**src/hw/rtl/phs_pkg.sv**
```systemverilog
// ----------------------------------------------------------------------------
// phs_pkg: shared types and codes of the periodic task scheduler
// Operation codes carried on the input tuser and the control word that the
// top level broadcasts to every cell of the sorted chain.
// ----------------------------------------------------------------------------
`default_nettype none

package phs_pkg;

  localparam logic [1:0] OP_ADD   = 2'd0;
  localparam logic [1:0] OP_TAKE  = 2'd1;
  localparam logic [1:0] OP_CLEAR = 2'd2;

  // ins: insert the broadcast entry; popins: drop the head and insert it
  typedef struct packed {
    logic ins;
    logic popins;
  } cell_ctrl_t;

endpackage

`default_nettype wire

```
**src/hw/rtl/phs_cell.sv**
```systemverilog
// ----------------------------------------------------------------------------
// phs_cell: one slot of the sorted task chain
// Holds one task and compares it with the broadcast entry. Takes the entry,
// its left neighbor or its right neighbor so that the chain stays sorted by
// due time, then by arrival order.
// ----------------------------------------------------------------------------
`default_nettype none

module phs_cell
  import phs_pkg::*;
#(
  parameter int TIME_BITS = 40,
  parameter int AW        = 6
) (
  input  wire logic                 clk_i,
  input  wire cell_ctrl_t           ctrl_i,
  input  wire logic                 first_i,
  input  wire logic                 occ_i,
  input  wire logic [TIME_BITS-1:0] x_due_i,
  input  wire logic [15:0]          x_period_i,
  input  wire logic [AW-1:0]        x_arr_i,
  input  wire logic [15:0]          x_tag_i,
  input  wire logic [TIME_BITS-1:0] left_due_i,
  input  wire logic [15:0]          left_period_i,
  input  wire logic [AW-1:0]        left_arr_i,
  input  wire logic [15:0]          left_tag_i,
  input  wire logic                 left_before_i,
  input  wire logic [TIME_BITS-1:0] right_due_i,
  input  wire logic [15:0]          right_period_i,
  input  wire logic [AW-1:0]        right_arr_i,
  input  wire logic [15:0]          right_tag_i,
  input  wire logic                 right_before_i,
  output logic [TIME_BITS-1:0]      due_o,
  output logic [15:0]               period_o,
  output logic [AW-1:0]             arr_o,
  output logic [15:0]               tag_o,
  output logic                      before_o
);

  logic [TIME_BITS-1:0] due_q, due_d;
  logic [15:0]          period_q, period_d;
  logic [AW-1:0]        arr_q, arr_d;
  logic [15:0]          tag_q, tag_d;

  // an empty slot sorts after everything
  assign before_o = occ_i && ((due_q < x_due_i) || ((due_q == x_due_i) && (arr_q < x_arr_i)));

  always_comb begin
    due_d    = due_q;
    period_d = period_q;
    arr_d    = arr_q;
    tag_d    = tag_q;
    if (ctrl_i.ins && !before_o) begin
      if (first_i || left_before_i) begin
        due_d    = x_due_i;
        period_d = x_period_i;
        arr_d    = x_arr_i;
        tag_d    = x_tag_i;
      end else begin
        due_d    = left_due_i;
        period_d = left_period_i;
        arr_d    = left_arr_i;
        tag_d    = left_tag_i;
      end
    end else if (ctrl_i.popins) begin
      if (right_before_i) begin
        due_d    = right_due_i;
        period_d = right_period_i;
        arr_d    = right_arr_i;
        tag_d    = right_tag_i;
      end else if (first_i || before_o) begin
        due_d    = x_due_i;
        period_d = x_period_i;
        arr_d    = x_arr_i;
        tag_d    = x_tag_i;
      end
    end
  end

  always_ff @(posedge clk_i) begin
    due_q    <= due_d;
    period_q <= period_d;
    arr_q    <= arr_d;
    tag_q    <= tag_d;
  end

  assign due_o    = due_q;
  assign period_o = period_q;
  assign arr_o    = arr_q;
  assign tag_o    = tag_q;

endmodule

`default_nettype wire

```
**config.mk**
```make
export PLATFORM = sky130hd
export DESIGN_NAME = phs_cell
export DESIGN_NICKNAME = d
export VERILOG_FILES = /design/src/hw/rtl/phs_pkg.sv /design/src/hw/rtl/phs_cell.sv
export SDC_FILE = /design/constraint.sdc
export NUM_CORES = 1
export LEC_CHECK = 0
export BUFFER_PORTS_ARGS = -buffer_cell sky130_fd_sc_hd__buf_2
export CELL_PAD_IN_SITES_DETAIL_PLACEMENT = 0
export CELL_PAD_IN_SITES_GLOBAL_PLACEMENT = 2
export CORE_UTILIZATION = 27
export CTS_CLUSTER_SIZE = 12
export DETAILED_ROUTE_END_ITERATION = 7
export GPL_TIMING_DRIVEN = 0
export PLACE_DENSITY_LB_ADDON = 0.12
export SLEW_MARGIN = 40
export SYNTH_ARGS = -nofsm -noshare
export SYNTH_HDL_FRONTEND = slang
export SYNTH_SLANG_ARGS = --single-unit
```
**constraint.sdc**
```tcl
create_clock -name clk_i -period 21.9 [get_ports clk_i]
set_input_delay 3.285 -clock clk_i [delete_from_list [all_inputs] [get_ports clk_i]]
set_output_delay 3.285 -clock clk_i [all_outputs]
set_load 0.005 [all_outputs]
```
* Word-level counts from Yosys, hierarchy flattened
Cells that the tools add are included.
** Storage, ports and cells
- Flip-flop bits (word level) :: 78
- Bits in latches :: 0
- RAM bits :: 0
- Bits in read-only memories :: 0
- Bits of input ports :: 241
- Output and inout port bits :: 79
- Word-level logic and storage cells :: 37
- Memories :: 0
** Operators by class
- Add/sub/neg operators :: 0
- Multipliers :: 0
- Divide/modulo/power cells :: 0
- Magnitude comparators :: 2
- Equal/unequal tests :: 1
- Shifts and indexed selects :: 0
- Multiplexer cells :: 20
- Bitwise gates (word level) :: 0
- Reductions and logical operators :: 10
** Operators with widths (count)
- two-way mux 40 bit :: 5
- two-way mux 16 bit :: 10
- == test 40 bit :: 1
- < comparator 40 bit :: 1
- two-way mux 6 bit :: 5
- < comparator 6 bit :: 1
- logical AND 1 bit :: 3
- logical OR 1 bit :: 3
- nonzero test 3 bit :: 1
- AND reduction 2 bit :: 1
- nonzero test 2 bit :: 1
- logical NOT 1 bit :: 1

* Longest topological paths before layout
- Depth after elaboration :: 9
- Mapped depth :: 13
- Depth with buffers taken out :: 9

* Worst setup path before layout
No wires, ideal clock.
- Path kind :: in2reg
- From :: input x_due_i[38]
- To :: register arr_q[0] (netlist: arr_o[0]) (enable)
- Library setup time :: 0.542 ns
- Arrival time :: 8.930 ns
- Required time :: 21.358 ns
- Setup slack :: 12.428 ns
- Cell stages on the path :: 10
- Path buffers :: 2
- Cell sequence :: inv_1 > ha_1 > nand4_2 > nor4_2 > nand4_1 > a21boi_0 > buf_2 > clkbuf_1 > a211oi_1 > o22ai_1
** On the way
- Longest elaborated chain between the ends :: 8
- Elaborated cells between the ends (all ways) :: 11
- Classes of those cells :: 1 x order compare; 1 x eq/ne; 9 x reduce/logical
** RTL lines
- start: declaration :: line phs_cell.sv:19 : input wire logic [TIME_BITS-1:0] x_due_i,
- branches (longest 2 deep; another with < comparator 40 bit)
- logical OR 1 bit * :: line phs_cell.sv:46 : assign before_o = occ_i && ((due_q < x_due_i) || ((due_q == x_due_i) && (arr_q < x_arr_i)));
- logical AND 1 bit * :: line phs_cell.sv:46
- logical NOT 1 bit :: line phs_cell.sv:53 : if (ctrl_i.ins && !before_o) begin
- logical AND 1 bit :: line phs_cell.sv:53
- nonzero test 3 bit (no line) or nonzero test 2 bit (tied branches)
- AND reduction 2 bit (no line) *
- end signal: assignment :: line phs_cell.sv:83 : arr_q <= arr_d;
- end: declaration :: line phs_cell.sv:42 : logic [AW-1:0] arr_q, arr_d;
Mark *: on every way between the ends.
A chain may end at the register's enable or synchronous reset.

* Worst setup path after layout
- From :: input x_due_i[35]
- To :: output before_o
** On the way
- Longest elaborated chain between the ends :: 4
- Elaborated cells between the ends (all ways) :: 5
- Classes of those cells :: 1 x order compare; 1 x eq/ne; 3 x reduce/logical
** RTL lines
- branches (longest 2 deep; another with < comparator 40 bit)
- logical OR 1 bit * :: line phs_cell.sv:46
- logical AND 1 bit * :: line phs_cell.sv:46
- end: declaration :: line phs_cell.sv:37 : output logic before_o
Marks and branches as above.

==> results by group <==
Run status
  – Outcome: finished, final reports clean

STA
  – Top achievable clock speed: 0.1069 GHz
  – RSZ-0062 raised after global routing: no
  – Fin. Hold Viols: 0
  – Fin Setup TNS: 0 ps
  – Fin crit period: 9356 ps
  – Final slew viol count: 0
  – Clk_skew: 6.474 ps
  – Final setup fails: 0
  – Relative slew slack: 54.16%
  – Tcrit/Tclk final: 42.72%
  – Worst slew pin tran: 684.6 ps

Place
  – Gpl congestion: 0.8134
  – Final HPWL DP: 18.24 mm
  – Port bufs: 319

Power and ir drop
  – Peak supply drop: 0.03470 mV
  – Sw Ratio: 31.45%
  – Combinational Power Share: 30.3%
  – Power Density: 64.85 nW/um^2
  – NetSw: 165.4 uW
  – Internal Power: 360.6 uW
  – Flop pwr share: 38.6%
  – Leakage power: 3.513 nW
  – Clock power frac: 31.2%
  – Design Power: 526.1 uW

Finish
  – Post-layout nets: 1,205
  – Fraction of layout cells with a size suffix above 1: 40.48%
  – Syn-to-layout area delta: 40.99%
  – Commonest non-fill, non-tap cell in the layout: buf_2
  – Most frequent cells in the layout: 324 x buf_2, 82 x inv_1, 80 x nor3_1, 80 x a211oi_1, 78 x edfxtp_1

GRT
  – Initial antenna violation count: 1
  – Pin count of the biggest net entering global routing: 15
  – Overall Global Routing Usage: 20.97%
  – Vias in the first global route: 6,392
  – First-pass GRT wire length: 34.94 mm
  – GRT overflow: 0

Critical path
  – Max incr delay on CP: 560 ps
  – Arrival time of the worst setup path: 6070 ps
  – Worst Path Required: 18,620 ps
  – CP max-delay cell: nor4_2
  – CP dominant cell by count: buf_2
  – CP endpoint kind: output pin
  – Critical Path Source: x_due_i[35]
  – Setup CP Type: in2out
  – CP max FO: 10
  – Startpoint types: input pin
  – R2R Path Start: due_o[35]
  – Register-to-Register Path Depth: 12
  – Worst path cell trace: buf_2 -> inv_1 -> ha_1 -> nand4_1 -> nor4_2 -> nand4_1 -> a21boi_0 -> buf_2 -> clkbuf_1 -> and2_1 -> buf_2

Synthesis
  – Syn Nets: 868
  – Register area share after synthesis: 40.70%
  – Asr flop ratio synth: 0%
  – Synth Instances: 582
  – Count of unique library cells instantiated by Yosys: 38
  – Syn avg cell area: 9.887 um^2
  – Post-synth EDFFs: 78
  – #FFs+latches synth: 78
  – Yosys warnings: 0
  – Mapped cell area: 5754 um^2
  – Most used DFF post-synth: edfxtp_1

Clocking
  – # hold bufs at CTS: 0
  – Worst skew pair latency: 350 ps
  – CTS max path bufs: 2
  – Clock Sinks: 78
  – CTS H-tree depth: 3
  – Resized cells post-CTS: 0
  – Clock transition at path regs: 60 ps
  – CTS buffer count: 9
  – CTS root buf: clkbuf_16
  – Setup Fix Bufs, Post-CTS: 0
  – CTS tree: yes

Min path
  – Hold Path Class: reg2reg
  – Hold path depth: 8
  – Hold path start: due_o[7]

Die
  – Num ports: 320
  – Die height: 148.0 um
  – Core Region: 20,960 um^2
  – Row count: 53
  – Starting Density: 27.46%
  – Die area: 21,900 um^2
  – Chip width: 148.0 um

Route
  – First-iteration detailed-routing DRC count: 245
  – DRT Pass-1 Iters: 5
  – Antenna-violating nets left: 0
  – Via count: 6,166
  – DRC viols: 0
  – Drt wl/cell: 19.35 um
  – Via density: 5.134
  – WL final: 23.24 mm

Job
  – Maxcap violations: 0
## power groups by stage
stage	clock network [mW]	registers [mW]	logic [mW]
3_5_place_dp	0	0.206	0.161
2_1_floorplan	0	0.210	0.0783
4_1_cts	0.168	0.203	0.162
5_1_grt	0.174	0.206	0.176
3_3_place_gp	0	0.209	0.155
6_report	0.164	0.203	0.159
## metal layers
layer  vias up  wire length (um)  share of wire [%]  track usage, %
met5         -                 0                  0               0
met4         0               487                2.1           7.732
met3        27              1644                7.1           5.000
met1      2921              9701                 42           25.98
met2       231             11410                 49           35.19
li1       2987                 -                  -               -
## synth_stat cells, drive strengths merged (7+ instances only)
library cell,number,area share [%]
a211oi,80,10
ha,45,9.8
clkbuf,51,3.3
nor3,80,7.0
a21oi,17,1.5
a311oi,78,14
buf,10,1.3
edfxtp,78,41
nand2,11,0.72
o21ai,7,0.61
nand4,11,1.3
inv,82,5.3
## cell families after synthesis
kind of cell / share of synthesized area, %
DFF: 40.70
adders and majority gates: 9.785
AOI/OAI and AO/OA: 28.83
and+or+nand+nor: 10.72
buffers and inverters: 9.959
## path summary, 6_finish.rpt
path             endpoint  slack (ps)
min reg2reg  period_o[15]        1810
min          period_o[15]        1810
max reg2reg      due_o[4]       17730
max              before_o       12540
## through the flow
step                area (um^2)  worst slack [ps]  hold slack [ps]  utilization [%]  instances
global placement           7695              9038             1759            36.72       1176
CTS                        8108             12480             1800            38.69       1199
finish                     8113             12540             1805            38.72       1201
detailed placement         7802             12500             1769            37.23       1183
global route               8110             12260             1896            38.70       1200
floorplan                  5754             12430             1443                -        582
## registers in the layout, indices dropped and copies added (netlist names)
signal    count
period_o     16
arr_o         6
tag_o        16
due_o        40
## final cells by class
class | count | area, um^2
fillers | 2272 | 12840
repair buffers | 326 | 1687
well taps | 275 | 344.1
inverters | 82 | 307.8
plain buffers | 61 | 265.3
flip-flops and latches | 78 | 2342
clock buffers | 10 | 229.0
clock inverters | 6 | 76.32
diodes | 2 | 5.005
multi-input cells | 361 | 2856
## worst max-delay path: cells and delay by family
family	cells	cell delay, ps
buffers and inverters	5	990
adder cells (fa/ha/maj)	1	320
AND/OR/NAND/NOR	4	1270
AO/OA/AOI/OAI	1	210
Note: power is estimated with default switching activity, not from simulation.
